--- src/sv/sbq_pkg.sv ---
`timescale 1ns / 1ps
// ----------------------------------------------------------------------------
// sbq_pkg: shared types and constants for the stereo biquad cascade
// Coefficient bank layout, register map, section schedule and the command
// word that the controller hands to the datapath.
// ----------------------------------------------------------------------------
package sbq_pkg;

    localparam int SBQ_SAMPLE_BITS    = 24;
    localparam int SBQ_COEF_FRAC_BITS = 29;
    localparam int SBQ_STATE_BITS     = 48;

    localparam int COEF_BITS  = 32;
    localparam int CFG_BITS   = 2 * COEF_BITS;
    localparam int CFG_IDX_W  = 3;

    // sections in order left A, left B, right A, right B
    localparam int NUM_SECTIONS = 4;
    localparam int SEC_IDX_W    = $clog2(NUM_SECTIONS);

    // spacing of section starts and length of one section in the overlapped schedule
    localparam int SEC_PERIOD = 6;
    localparam int SEC_SPAN   = 8;
    localparam int RUN_STEPS  = SEC_PERIOD * (NUM_SECTIONS - 1) + SEC_SPAN;
    localparam int STEP_W     = $clog2(RUN_STEPS);

    typedef enum logic [CFG_IDX_W-1:0] {
        REG_A_B0_B1 = 3'd0,
        REG_A_B2_A1 = 3'd1,
        REG_A_A2    = 3'd2,
        REG_B_B0_B1 = 3'd3,
        REG_B_B2_A1 = 3'd4,
        REG_B_A2    = 3'd5,
        REG_BYPASS  = 3'd6
    } t_cfg_idx;

    typedef enum logic [2:0] {
        C_B0,
        C_B1,
        C_B2,
        C_A1,
        C_A2
    } t_coef_sel;

    typedef struct packed {
        logic signed [COEF_BITS-1:0] b0;
        logic signed [COEF_BITS-1:0] b1;
        logic signed [COEF_BITS-1:0] b2;
        logic signed [COEF_BITS-1:0] a1;
        logic signed [COEF_BITS-1:0] a2;
    } t_sec_coefs;

    // index 0 is stage A, index 1 is stage B
    typedef t_sec_coefs [1:0] t_coef_bank;

    typedef struct packed {
        logic                 in_load;
        logic                 mul_en;
        logic                 mul_stage;
        t_coef_sel            mul_coef;
        logic                 mul_src_y;
        logic                 acc_en;
        logic [SEC_IDX_W-1:0] acc_idx;
        logic                 y_en;
        logic                 n1_load;
        logic                 n2_load;
        logic                 n1_sub;
        logic                 x_from_y;
        logic                 x_from_right;
        logic                 left_capture;
        logic                 z_wr;
        logic [SEC_IDX_W-1:0] wr_idx;
        logic                 out_load;
        logic                 out_bypass;
    } t_cmd;

endpackage

--- src/sv/sbq_cfg_regs.sv ---
`timescale 1ns / 1ps
// ----------------------------------------------------------------------------
// sbq_cfg_regs: coefficient and bypass registers
// Write-only register file; 64-bit writes carry up to two coefficients,
// upper half first; a2 sits in the lower half, bypass in bit 0.
// ----------------------------------------------------------------------------
module sbq_cfg_regs
    import sbq_pkg::*;
#(
    parameter int COEF_FRAC_BITS = SBQ_COEF_FRAC_BITS
) (
    input  logic                 i_clk,
    input  logic                 i_rst_n,
    input  logic                 i_cfg_we,
    input  logic [CFG_IDX_W-1:0] i_cfg_idx,
    input  logic [CFG_BITS-1:0]  i_cfg_data,
    output t_coef_bank           o_coefs,
    output logic                 o_bypass
);

    localparam logic signed [COEF_BITS-1:0] COEF_ONE = COEF_BITS'(1) << COEF_FRAC_BITS;
    // b0 = 1.0, everything else zero
    localparam t_sec_coefs SEC_RESET = {COEF_ONE, {(4 * COEF_BITS){1'b0}}};

    t_coef_bank              r_coefs;
    logic                    r_bypass;
    logic [COEF_BITS-1:0]    w_hi;
    logic [COEF_BITS-1:0]    w_lo;

    assign w_hi = i_cfg_data[CFG_BITS-1:COEF_BITS];
    assign w_lo = i_cfg_data[COEF_BITS-1:0];

    always_ff @(posedge i_clk) begin
        if (!i_rst_n) begin
            r_coefs  <= {SEC_RESET, SEC_RESET};
            r_bypass <= 1'b1;
        end else if (i_cfg_we) begin
            unique case (t_cfg_idx'(i_cfg_idx))
                REG_A_B0_B1: begin
                    r_coefs[0].b0 <= w_hi;
                    r_coefs[0].b1 <= w_lo;
                end
                REG_A_B2_A1: begin
                    r_coefs[0].b2 <= w_hi;
                    r_coefs[0].a1 <= w_lo;
                end
                REG_A_A2: begin
                    r_coefs[0].a2 <= w_lo;
                end
                REG_B_B0_B1: begin
                    r_coefs[1].b0 <= w_hi;
                    r_coefs[1].b1 <= w_lo;
                end
                REG_B_B2_A1: begin
                    r_coefs[1].b2 <= w_hi;
                    r_coefs[1].a1 <= w_lo;
                end
                REG_B_A2: begin
                    r_coefs[1].a2 <= w_lo;
                end
                REG_BYPASS: begin
                    r_bypass <= i_cfg_data[0];
                end
                default: begin
                    // unmapped index, write dropped
                end
            endcase
        end
    end

    assign o_coefs  = r_coefs;
    assign o_bypass = r_bypass;

endmodule

--- src/sv/sbq_ctrl.sv ---
`timescale 1ns / 1ps
// ----------------------------------------------------------------------------
// sbq_ctrl: sequencer for the biquad cascade
// Handles both stream handshakes and issues one command word per cycle,
// running the four sections on a fixed overlapped schedule.
// ----------------------------------------------------------------------------
module sbq_ctrl
    import sbq_pkg::*;
(
    input  logic i_clk,
    input  logic i_rst_n,
    input  logic i_s_tvalid,
    output logic o_s_tready,
    output logic o_m_tvalid,
    input  logic i_m_tready,
    input  logic i_bypass,
    output t_cmd o_cmd
);

    // cycle offsets inside one section
    localparam int OFS_B0  = 0;
    localparam int OFS_B1  = 1;
    localparam int OFS_B2  = 2;
    localparam int OFS_ACC = 2;
    localparam int OFS_Y   = 3;
    localparam int OFS_N2  = 4;
    localparam int OFS_A1  = 4;
    localparam int OFS_A2  = 5;
    localparam int OFS_SUB = 6;
    localparam int OFS_WR  = 7;

    typedef enum logic [1:0] {
        S_IDLE,
        S_RUN,
        S_FINISH
    } t_state;

    t_state              r_state;
    logic [STEP_W-1:0]   r_step;
    logic                r_m_valid;
    t_cmd                w_cmd;

    function automatic logic at_step(input logic [STEP_W-1:0] step, input int sec,
                                     input int ofs);
        return step == STEP_W'(SEC_PERIOD * sec + ofs);
    endfunction

    always_comb begin
        w_cmd            = '0;
        w_cmd.mul_coef   = C_B0;
        w_cmd.in_load    = (r_state == S_IDLE) && i_s_tvalid;
        w_cmd.out_load   = (r_state == S_FINISH) && (!r_m_valid || i_m_tready);
        w_cmd.out_bypass = i_bypass;
        if (r_state == S_RUN) begin
            for (int j = 0; j < NUM_SECTIONS; j++) begin
                if (at_step(r_step, j, OFS_B0)) begin
                    w_cmd.mul_en    = 1'b1;
                    w_cmd.mul_stage = j[0];
                    w_cmd.mul_coef  = C_B0;
                end
                if (at_step(r_step, j, OFS_B1)) begin
                    w_cmd.mul_en    = 1'b1;
                    w_cmd.mul_stage = j[0];
                    w_cmd.mul_coef  = C_B1;
                end
                if (at_step(r_step, j, OFS_B2)) begin
                    w_cmd.mul_en    = 1'b1;
                    w_cmd.mul_stage = j[0];
                    w_cmd.mul_coef  = C_B2;
                end
                if (at_step(r_step, j, OFS_A1)) begin
                    w_cmd.mul_en    = 1'b1;
                    w_cmd.mul_stage = j[0];
                    w_cmd.mul_coef  = C_A1;
                    w_cmd.mul_src_y = 1'b1;
                end
                if (at_step(r_step, j, OFS_A2)) begin
                    w_cmd.mul_en    = 1'b1;
                    w_cmd.mul_stage = j[0];
                    w_cmd.mul_coef  = C_A2;
                    w_cmd.mul_src_y = 1'b1;
                end
                if (at_step(r_step, j, OFS_ACC)) begin
                    w_cmd.acc_en  = 1'b1;
                    w_cmd.acc_idx = SEC_IDX_W'(j);
                end
                if (at_step(r_step, j, OFS_Y)) begin
                    w_cmd.y_en    = 1'b1;
                    w_cmd.n1_load = 1'b1;
                end
                if (at_step(r_step, j, OFS_N2)) begin
                    w_cmd.n2_load = 1'b1;
                    // left B hands over to right A, left A and right A feed the next one
                    if (j == 1) begin
                        w_cmd.left_capture = 1'b1;
                        w_cmd.x_from_right = 1'b1;
                    end else if (j < NUM_SECTIONS - 1) begin
                        w_cmd.x_from_y = 1'b1;
                    end
                end
                if (at_step(r_step, j, OFS_SUB)) begin
                    w_cmd.n1_sub = 1'b1;
                end
                if (at_step(r_step, j, OFS_WR)) begin
                    w_cmd.z_wr   = 1'b1;
                    w_cmd.wr_idx = SEC_IDX_W'(j);
                end
            end
        end
    end

    always_ff @(posedge i_clk) begin
        if (!i_rst_n) begin
            r_state   <= S_IDLE;
            r_step    <= '0;
            r_m_valid <= 1'b0;
        end else begin
            unique case (r_state)
                S_IDLE: begin
                    r_step <= '0;
                    if (i_s_tvalid) begin
                        r_state <= i_bypass ? S_FINISH : S_RUN;
                    end
                end
                S_RUN: begin
                    if (r_step == STEP_W'(RUN_STEPS - 1)) begin
                        r_state <= S_FINISH;
                    end else begin
                        r_step <= r_step + 1'b1;
                    end
                end
                S_FINISH: begin
                    if (!r_m_valid || i_m_tready) begin
                        r_state <= S_IDLE;
                    end
                end
                default: begin
                    r_state <= S_IDLE;
                end
            endcase
            if (w_cmd.out_load) begin
                r_m_valid <= 1'b1;
            end else if (i_m_tready) begin
                r_m_valid <= 1'b0;
            end
        end
    end

    assign o_s_tready = (r_state == S_IDLE);
    assign o_m_tvalid = r_m_valid;
    assign o_cmd      = w_cmd;

endmodule

--- src/sv/sbq_datapath.sv ---
`timescale 1ns / 1ps
// ----------------------------------------------------------------------------
// sbq_datapath: shared multiplier, alignment and saturating accumulate
// One 32 x sample multiplier feeds a product register, then an alignment
// register; section delays live in two small register arrays.
// ----------------------------------------------------------------------------
module sbq_datapath
    import sbq_pkg::*;
#(
    parameter int SAMPLE_BITS    = SBQ_SAMPLE_BITS,
    parameter int COEF_FRAC_BITS = SBQ_COEF_FRAC_BITS,
    parameter int STATE_BITS     = SBQ_STATE_BITS
) (
    input  logic                          i_clk,
    input  logic                          i_rst_n,
    input  t_cmd                          i_cmd,
    input  t_coef_bank                    i_coefs,
    input  logic signed [SAMPLE_BITS-1:0] i_left_sample,
    input  logic signed [SAMPLE_BITS-1:0] i_right_sample,
    output logic signed [SAMPLE_BITS-1:0] o_left_out,
    output logic signed [SAMPLE_BITS-1:0] o_right_out
);

    // fraction bits of the delay values
    localparam int FRAC_S = (STATE_BITS - SAMPLE_BITS - 4 > 0) ?
                            STATE_BITS - SAMPLE_BITS - 4 : 0;
    localparam int PROD_W = COEF_BITS + SAMPLE_BITS;
    localparam int AW     = PROD_W + COEF_BITS;
    localparam int SH_UP  = (FRAC_S >= COEF_FRAC_BITS) ? FRAC_S - COEF_FRAC_BITS : 0;
    localparam int SH_DN  = (FRAC_S < COEF_FRAC_BITS) ? COEF_FRAC_BITS - FRAC_S : 0;
    localparam int P_POS  = (SH_DN > 0) ? SH_DN - 1 : 0;
    localparam int Y_POS  = (FRAC_S > 0) ? FRAC_S - 1 : 0;

    localparam logic signed [AW-1:0] P_RND = (SH_DN > 0) ? (AW'(1) << P_POS) : '0;
    localparam logic signed [AW-1:0] Y_RND = (FRAC_S > 0) ? (AW'(1) << Y_POS) : '0;
    localparam logic signed [AW-1:0] ST_MAX =
        {{(AW - STATE_BITS + 1){1'b0}}, {(STATE_BITS - 1){1'b1}}};
    localparam logic signed [AW-1:0] ST_MIN = ~ST_MAX;
    localparam logic signed [AW-1:0] SP_MAX =
        {{(AW - SAMPLE_BITS + 1){1'b0}}, {(SAMPLE_BITS - 1){1'b1}}};
    localparam logic signed [AW-1:0] SP_MIN = ~SP_MAX;

    function automatic logic signed [AW-1:0] ext_st(input logic signed [STATE_BITS-1:0] v);
        return {{(AW - STATE_BITS){v[STATE_BITS-1]}}, v};
    endfunction

    function automatic logic signed [STATE_BITS-1:0] sat_st(input logic signed [AW-1:0] v);
        logic signed [STATE_BITS-1:0] res;
        if (v > ST_MAX) begin
            res = ST_MAX[STATE_BITS-1:0];
        end else if (v < ST_MIN) begin
            res = ST_MIN[STATE_BITS-1:0];
        end else begin
            res = v[STATE_BITS-1:0];
        end
        return res;
    endfunction

    logic signed [SAMPLE_BITS-1:0] r_in_l;
    logic signed [SAMPLE_BITS-1:0] r_in_r;
    logic signed [SAMPLE_BITS-1:0] r_x;
    logic signed [SAMPLE_BITS-1:0] r_y;
    logic signed [SAMPLE_BITS-1:0] r_left_res;
    logic signed [SAMPLE_BITS-1:0] r_out_l;
    logic signed [SAMPLE_BITS-1:0] r_out_r;
    logic signed [PROD_W-1:0]      r_p;
    logic signed [STATE_BITS-1:0]  r_a;
    logic signed [STATE_BITS-1:0]  r_acc;
    logic signed [STATE_BITS-1:0]  r_n1;
    logic signed [STATE_BITS-1:0]  r_n2;
    logic signed [STATE_BITS-1:0]  r_z1 [NUM_SECTIONS];
    logic signed [STATE_BITS-1:0]  r_z2 [NUM_SECTIONS];

    t_sec_coefs                    w_sec;
    logic signed [COEF_BITS-1:0]   w_coef;
    logic signed [SAMPLE_BITS-1:0] w_opnd;
    logic signed [AW-1:0]          w_p_ext;
    logic signed [AW-1:0]          w_al;
    logic signed [AW-1:0]          w_y_wide;
    logic signed [SAMPLE_BITS-1:0] w_y;

    // coefficient select for the shared multiplier
    always_comb begin
        w_sec = i_coefs[i_cmd.mul_stage];
        unique case (i_cmd.mul_coef)
            C_B0:    w_coef = w_sec.b0;
            C_B1:    w_coef = w_sec.b1;
            C_B2:    w_coef = w_sec.b2;
            C_A1:    w_coef = w_sec.a1;
            C_A2:    w_coef = w_sec.a2;
            default: w_coef = w_sec.b0;
        endcase
    end

    assign w_opnd = i_cmd.mul_src_y ? r_y : r_x;

    // product to delay scale: round half up on the way down, exact shift up
    assign w_p_ext = {{(AW - PROD_W){r_p[PROD_W-1]}}, r_p};
    assign w_al    = ((w_p_ext + P_RND) >>> SH_DN) <<< SH_UP;

    // section output: round accumulator to a whole sample and clip
    always_comb begin
        w_y_wide = (ext_st(r_acc) + Y_RND) >>> FRAC_S;
        if (w_y_wide > SP_MAX) begin
            w_y = SP_MAX[SAMPLE_BITS-1:0];
        end else if (w_y_wide < SP_MIN) begin
            w_y = SP_MIN[SAMPLE_BITS-1:0];
        end else begin
            w_y = w_y_wide[SAMPLE_BITS-1:0];
        end
    end

    always_ff @(posedge i_clk) begin
        r_a <= sat_st(w_al);
        if (i_cmd.in_load) begin
            r_in_l <= i_left_sample;
            r_in_r <= i_right_sample;
            r_x    <= i_left_sample;
        end
        if (i_cmd.mul_en) begin
            r_p <= w_coef * w_opnd;
        end
        if (i_cmd.acc_en) begin
            r_acc <= sat_st(ext_st(r_a) + ext_st(r_z1[i_cmd.acc_idx]));
        end
        if (i_cmd.y_en) begin
            r_y <= w_y;
        end
        if (i_cmd.n1_load) begin
            r_n1 <= r_a;
        end else if (i_cmd.n1_sub) begin
            r_n1 <= sat_st(ext_st(r_n1) - ext_st(r_a));
        end
        if (i_cmd.n2_load) begin
            r_n2 <= r_a;
        end
        if (i_cmd.x_from_y) begin
            r_x <= r_y;
        end
        if (i_cmd.x_from_right) begin
            r_x <= r_in_r;
        end
        if (i_cmd.left_capture) begin
            r_left_res <= r_y;
        end
        if (i_cmd.out_load) begin
            r_out_l <= i_cmd.out_bypass ? r_in_l : r_left_res;
            r_out_r <= i_cmd.out_bypass ? r_in_r : r_y;
        end
    end

    // delay state, cleared by reset
    always_ff @(posedge i_clk) begin
        if (!i_rst_n) begin
            for (int i = 0; i < NUM_SECTIONS; i++) begin
                r_z1[i] <= '0;
                r_z2[i] <= '0;
            end
        end else if (i_cmd.z_wr) begin
            r_z1[i_cmd.wr_idx] <= sat_st(ext_st(r_n1) + ext_st(r_z2[i_cmd.wr_idx]));
            r_z2[i_cmd.wr_idx] <= sat_st(ext_st(r_n2) - ext_st(r_a));
        end
    end

    assign o_left_out  = r_out_l;
    assign o_right_out = r_out_r;

endmodule

--- src/sv/stereo_biquad_cascade.sv ---
`timescale 1ns / 1ps
// ----------------------------------------------------------------------------
// stereo_biquad_cascade: two-section stereo biquad filter, fixed point
// Transposed direct form II, sections A then B per channel, shared
// coefficients in signed Q3.COEF_FRAC_BITS, saturating arithmetic.
// ----------------------------------------------------------------------------
// One stereo word in, one stereo word out. With filtering on, a word passes
// through the accepting cycle, a run in which one shared multiplier issues
// five products per section, each section starting while the one before it
// is still finishing (four sections: left A, left B, right A, right B), and
// the load of the result into the output register, which waits while that
// register still holds a result not yet taken. In bypass a word goes from
// the accepting cycle straight to that load; the delay state stays untouched.
// The block takes one word at a time; the next word is accepted as soon as the
// result sits in the output register, whether or not it has been taken yet.
// Coefficient and bypass writes are only safe while no word is in flight.
// ----------------------------------------------------------------------------
module stereo_biquad_cascade
    import sbq_pkg::*;
#(
    parameter int SAMPLE_BITS    = SBQ_SAMPLE_BITS,
    parameter int COEF_FRAC_BITS = SBQ_COEF_FRAC_BITS,
    parameter int STATE_BITS     = SBQ_STATE_BITS,
    localparam int TDATA_W       = ((2 * SAMPLE_BITS + 7) / 8) * 8
) (
    input  logic                 i_clk,
    input  logic                 i_rst_n,
    input  logic                 s_axis_tvalid,
    output logic                 s_axis_tready,
    input  logic [TDATA_W-1:0]   s_axis_tdata,   // left_sample, right_sample, zero pad
    output logic                 m_axis_tvalid,
    input  logic                 m_axis_tready,
    output logic [TDATA_W-1:0]   m_axis_tdata,   // left_out, right_out, zero pad
    input  logic                 i_cfg_we,
    input  logic [CFG_IDX_W-1:0] i_cfg_idx,
    input  logic [CFG_BITS-1:0]  i_cfg_data
);

    t_coef_bank                    w_coefs;
    logic                          w_bypass;
    t_cmd                          w_cmd;
    logic signed [SAMPLE_BITS-1:0] w_left_out;
    logic signed [SAMPLE_BITS-1:0] w_right_out;

    sbq_cfg_regs #(
        .COEF_FRAC_BITS (COEF_FRAC_BITS)
    ) u_cfg (
        .i_clk      (i_clk),
        .i_rst_n    (i_rst_n),
        .i_cfg_we   (i_cfg_we),
        .i_cfg_idx  (i_cfg_idx),
        .i_cfg_data (i_cfg_data),
        .o_coefs    (w_coefs),
        .o_bypass   (w_bypass)
    );

    sbq_ctrl u_ctrl (
        .i_clk      (i_clk),
        .i_rst_n    (i_rst_n),
        .i_s_tvalid (s_axis_tvalid),
        .o_s_tready (s_axis_tready),
        .o_m_tvalid (m_axis_tvalid),
        .i_m_tready (m_axis_tready),
        .i_bypass   (w_bypass),
        .o_cmd      (w_cmd)
    );

    sbq_datapath #(
        .SAMPLE_BITS    (SAMPLE_BITS),
        .COEF_FRAC_BITS (COEF_FRAC_BITS),
        .STATE_BITS     (STATE_BITS)
    ) u_dp (
        .i_clk          (i_clk),
        .i_rst_n        (i_rst_n),
        .i_cmd          (w_cmd),
        .i_coefs        (w_coefs),
        .i_left_sample  (s_axis_tdata[SAMPLE_BITS-1:0]),
        .i_right_sample (s_axis_tdata[2*SAMPLE_BITS-1:SAMPLE_BITS]),
        .o_left_out     (w_left_out),
        .o_right_out    (w_right_out)
    );

    assign m_axis_tdata = TDATA_W'({w_right_out, w_left_out});

endmodule

--- config.mk ---
export PLATFORM = sky130hd
export DESIGN_NAME = stereo_biquad_cascade
export DESIGN_NICKNAME = d
export VERILOG_FILES = /design/src/sv/sbq_pkg.sv /design/src/sv/sbq_cfg_regs.sv /design/src/sv/sbq_ctrl.sv /design/src/sv/sbq_datapath.sv /design/src/sv/stereo_biquad_cascade.sv
export SDC_FILE = /design/constraint.sdc
export NUM_CORES = 2
export LEC_CHECK = 0
export BUFFER_PORTS_ARGS = -buffer_cell sky130_fd_sc_hd__buf_4
export CORE_ASPECT_RATIO = 0.8
export CORE_MARGIN = 4
export CORE_UTILIZATION = 45
export CTS_CLUSTER_DIAMETER = 200
export DETAILED_ROUTE_END_ITERATION = 8
export GPL_TIMING_DRIVEN = 1
export SLEW_MARGIN = 20
export SYNTH_ARGS = -nofsm -noshare
export SYNTH_HDL_FRONTEND = slang
export SYNTH_HIERARCHICAL = 1
export SYNTH_SLANG_ARGS = --single-unit
--- constraint.sdc ---
create_clock -name i_clk -period 11.3 [get_ports i_clk]
set_input_delay 0.565 -clock i_clk [delete_from_list [all_inputs] [get_ports i_clk]]
set_output_delay 0.565 -clock i_clk [all_outputs]
set_load 0.05 [all_outputs]
After elaboration in Yosys (flattened, before gate mapping). Memory sizes are Yosys's and may differ from the RTL's. Cells that the tools add are included. W data, S select, Z words.

Add/subtract/negate cells: 7. Multipliers: 1. Div/mod/pow operators: 0. Order comparisons: 13. Equal/unequal tests: 41. Shift operators: 0. Multiplexer cells: 86. Bitwise operators: 0. Reduce and logical (&&, ||, !) cells: 22.

Operators by type and width (count): $mux W48 (16); $gt A88 B48 Y1 const B (4); $lt A88 B48 Y1 const B (4); $mux W160 (2); $mux W24 (7); $pmux W32 S4 (1); $add A48 B48 Y49 (2); $sub A48 B48 Y49 (2); $reduce_or A48 Y1 (2); $mux W5 (13); $add A56 B10 Y57 const B (1); $mul A32 B24 Y56 (1); $eq A5 B5 Y1 const B (10); $add A48 B21 Y49 const B (1); $gt A48 B48 Y1 const B (1); $lt A48 B48 Y1 const B (1); $mux W6 (8); $eq A5 B4 Y1 const B (8); $gt A29 B24 Y1 const B (1); $lt A29 B24 Y1 const B (1); $mux W3 (8); $mux W2 (11); $eq A5 B3 Y1 const B (4); $mux W19 (1); other kinds (23) (60).

Register bits: 745. Latch bits: 0. Bits in writable memories: 384. Bits in read-only memories: 0. Input bits: 120. Output and inout port bits: 50. Word-level logic and storage cells: 198. Memories kept: 2.

Memory list: u_dp.r_z1 (words 4, bits a word 48, read ports 1, clocked after memory_dff 0, wr ports 4, RTL line sbq_datapath.sv:71) `logic signed [STATE_BITS-1:0] r_z1 [NUM_SECTIONS];`; u_dp.r_z2 (words 4, bits a word 48, read ports 1, clocked after memory_dff 0, wr ports 4, RTL line sbq_datapath.sv:72) `logic signed [STATE_BITS-1:0] r_z2 [NUM_SECTIONS];`.

Logic depth before layout (Yosys ltp). An unclocked memory read counts as a cell.

Depth after elaboration: 30. Depth in mapped cells: 41. Depth with buffers taken out: 35.

By module. Netlist, hierarchy kept.

Modules (own cells, without submodules): sbq_datapath (times used 1, cells each 6954, area an instance 71481.1 µm², seq. area each 22731.8 µm²); sbq_cfg_regs (times used 1, cells each 1116, area an instance 11542.3 µm², seq. area each 6426.2 µm²); sbq_ctrl (times used 1, cells each 175, area an instance 1181.1 µm², seq. area each 160.2 µm²).

Least setup slack after synthesis. No wires, ideal clock.

Kind: register to register. Start point: reg u_ctrl.r_step[0]. End point: reg u_dp.r_p[55], data pin. Library setup time: 0.260 ns. Data arrival time: 10.007 ns. Required time: 11.040 ns. Setup slack: 1.033 ns. Stages on the path, launching flop included: 40. Path buffers: 7. Period minus slack after synthesis: 10.267 ns. Cells stage by stage: dfxtp_1 -> inv_1 -> ha_1 -> clkbuf_1 -> o21ai_0 -> a211oi_1 -> buf_2 -> buf_2 -> clkbuf_1 -> buf_1 -> buf_2 -> mux2i_1 -> nor2_1 -> a2111oi_1 -> nor2_1 -> fa_1 -> inv_1 -> fa_1 -> [... 4 more ...] -> inv_1 -> fa_1 -> fa_1 -> inv_1 -> fa_1 -> inv_1 -> ha_1 -> clkbuf_1 -> a21o_1 -> a31oi_1 -> nand4_1 -> a21oi_1 -> o21ai_0 -> a41oi_1 -> o21ai_1 -> a221oi_2 -> o21ai_1 -> xnor2_1.

RTL lines: from (decl) (RTL line sbq_ctrl.sv:39) `logic [STEP_W-1:0] r_step;`; from (signal assigned) (RTL line sbq_ctrl.sv:129) `r_step <= r_step + 1'b1;`; to (signal assigned) (RTL line sbq_datapath.sv:121) `r_p <= w_coef * w_opnd;`; to (decl) (RTL line sbq_datapath.sv:66) `logic signed [PROD_W-1:0] r_p;`.

==> results_dict.tcl <==
set metrics [dict create \
    worst-r2r-setup-slack_ps 470 \
    finalMaxSlewViolations 0 \
    total_leakage_power_nw 39.8 \
    wl_per_cell_um 23.4 \
    cts_buffers 117 \
    clk_pin_slew_ps 60 \
    crit_slowest_cell "fa_1" \
    synthesis.instances 8245 \
    clk_latency_ps 820 \
    cts_sinks 1102 \
    grt_pass1_vias 62679 \
    period_share_pct 95.8 \
    arrival_ps 11320 \
    cp_max_fo 43 \
    cpMostUsedCell "fa_1" \
    grt_max_degree 99 \
    grt_use_total_pct 26.2 \
    ys_types 113 \
    vias_per_cell 5.67 \
    slew_headroom_pct 18.7 \
    synthTopCellsByCount "nand2_1 (1094), inv_1 (953), fa_1 (786), nor2_1 (783), edfxtp_1 (725)" \
    max-cap-violations 0 \
    yosysMostFrequentCell "nand2_1" \
    syn_avg_cell_area_um2 10.2 \
    syn-cell-area_um2 84200 \
    min_path_type "in2reg" \
    synthArstFlopShare_pct 0 \
    synth.area.top_cells "edfxtp_1 (26%), fa_1 (19%), dfxtp_1 (9.0%), mux2i_1 (5.9%), ha_1 (5.1%)" \
    cts_root_buf "clkbuf_16" \
    final_nets 9555 \
    drive_gt1_share_pct 10.4 \
    setup_viol 0 \
    cts.htree.levels 3 \
    tns_ps 0 \
    fillers 16802 \
    hold_viol_final 0 \
    place_congestion 0.965 \
    rows 141 \
    synth.largest_area_cell "edfxtp_1" \
    final_cells 10909 \
    overflow 0 \
    clock_path_buffers 3 \
    drcViolationCount 0 \
    dp.cells 10636 \
    antenna_found_initial 4 \
    slowest_delay_ps 660 \
    ioPinCount 170 \
    die_width_um 492 \
    required_ps 11790 \
    dieArea_um2 194000 \
    tightest_slew_ps 1220 \
    ant_nets 0 \
    yosys_warnings 6 \
    port_buffers 169 \
    whs_ps 91.5 \
    die_h_um 395 \
    synth_ff_type "edfxtp_1" \
    synth-seq-area-share_pct 34.8 \
    synth-seq-cells 1102 \
    max_freq_mhz 92.3 \
    rsz0062_at_grt "no" \
    hpwl_um 195000 \
    skew_ps 118 \
    start_util_pct 45.4 \
    critical_path.startpoint_type "flop" \
    synth_edf_count 725 \
    synth_fp_nets 9496 \
    fin_crit_ps 10830 \
    yosys.area.top_type_share_pct 25.9 \
    pwr_density_cell_nw_per_um2 119 \
    critical_path_class "reg2reg" \
    area_growth_pct 10.4 \
    wirelength_um 255000 \
    drtPass1Iterations 7 \
    vias 61854 \
    cts_tree "built" \
    critPathCaptureType "flop" \
    drt-initial-drc-count 5480 \
    ir_drop_mv 0.130 \
    status "finished, final reports clean" \
    grt_first_pass_wirelength_um 389000 \
    core_um2 185000 \
]
==> final timing paths <==
check                      from                 end  cells past startpoint
max            u_ctrl/r_step[0]        u_dp/r_p[55]                     35
min              i_cfg_data[61]   u_cfg/o_coefs[93]                      3
max reg2reg    u_ctrl/r_step[0]        u_dp/r_p[55]                     35
min reg2reg  u_cfg/o_coefs[140]  u_cfg/o_coefs[140]                      2
==> cells by family after synthesis <==
| logic type | after synthesis | share of synthesized area [%] |
|---|---|---|
| and+or+nand+nor | 2355 | 11.9 |
| muxes | 702 | 9.95 |
| AOI/OAI and AO/OA | 1224 | 9.45 |
| buffers and inverters | 1397 | 6.44 |
| DFF | 1102 | 34.8 |
| adders and majority gates | 1180 | 24.4 |
| xor gates and xnor gates | 285 | 2.99 |
==> repair_timing <==
action | in CTS | in global routing
setup buffers | 0 | 2
setup endpoints to repair | 0 | 14
hold buffers | 49 | 0
endpoints found under the hold margin | 49 | 0
resized for setup | 0 | 19
==> worst max-delay path: cells and delay by family (launching register included) <==
kind	cells	cell delay (ps)
compound gates	12	3200
simple gates	5	1140
flops	1	440
buf+inv	8	1050
fa+ha+maj	9	4480
xor+xnor	1	150
==> per-layer routing <==
| layer | GRT usage (%) | share of wire [%] | vias to the layer above |
|---|---|---|---|
| met5 | 0 | 0.0051 | - |
| met4 | 6.03 | 2.4 | 2 |
| met3 | 8.67 | 11 | 319 |
| met2 | 37.3 | 41 | 2464 |
| met1 | 38.4 | 45 | 31124 |
| li1 | - | - | 27945 |
==> power by group <==
group | switching, mW | total (mW) | internal [mW]
Clock | 1.75 | 3.88 | 2.14
Sequential | 0.0501 | 4.52 | 4.47
Combinational | 1.64 | 2.62 | 0.975
Total | 3.44 | 11.0 | 7.59
==> stage by stage <==
step | instance area, µm² | utilization, % | setup slack (ps) | power [mW]
6_report | 93000 | 50.1 | 470 | 11.0
3_5_place_dp | 88500 | 47.8 | 160 | 7.16
3_3_place_gp | 88500 | 47.8 | 413 | 7.14
5_1_grt | 93000 | 50.1 | 13.3 | 11.6
4_1_cts | 92900 | 50.1 | 96.4 | 11.1
2_1_floorplan | 84200 | - | 1030 | 6.35
==> cells in the final DEF (no fill, tap or decap), drive strengths merged, types with 37 or more instances in the layout <==
master,netlist,final
nor2,784,784
nand2,1096,1096
dlygate4sd3,0,49
a21oi,340,340
edfxtp,725,725
inv,953,960
clkbuf,324,141
fa,786,786
o22ai,44,44
nor2b,43,43
nor3,40,40
clkinv,2,55
ha,345,345
dfxtp,377,377
buf,118,333
a31oi,40,40
nand2b,43,43
mux2i,498,498
mux2,108,108
nand4,66,66
xor2,111,111
mux4,96,96
and2,58,58
and3,37,37
nand3,84,84
xnor2,174,174
maj3,49,49
a21o,154,154
o21ai,301,301
==> registers in the layout, indices dropped and copies added, names as in the netlist <==
signal and cells:
u_dp/r_z2 192, u_dp/r_n2 48, u_dp/r_left_res 24, u_ctrl/r_state 2, u_cfg/o_coefs 320, u_dp/r_z1 192
u_dp/r_in_r 24, u_dp/o_left_out 24, u_ctrl/o_m_tvalid 1, u_dp/o_right_out 24, u_dp/r_a 48, u_dp/r_n1 48
u_dp/r_in_l 24, u_dp/r_p 48, u_dp/r_acc 29, u_ctrl/r_step 5, u_dp/r_y 24, u_cfg/o_bypass 1
u_dp/r_x 24
==> layout make-up <==
cell class | count | area, µm² | share of cell area (%)
diodes | 4 | 10.0 | 0.0108
clock buffers | 141 | 3070 | 3.30
clock inverters | 77 | 772 | 0.830
inverters | 955 | 3580 | 3.86
multi-input cells | 5746 | 50000 | 53.8
flip-flops and latches | 1102 | 29300 | 31.5
well taps | 2502 | 3130 | 3.37
repair buffers | 382 | 3110 | 3.35
(Power assumes the default switching activity.)
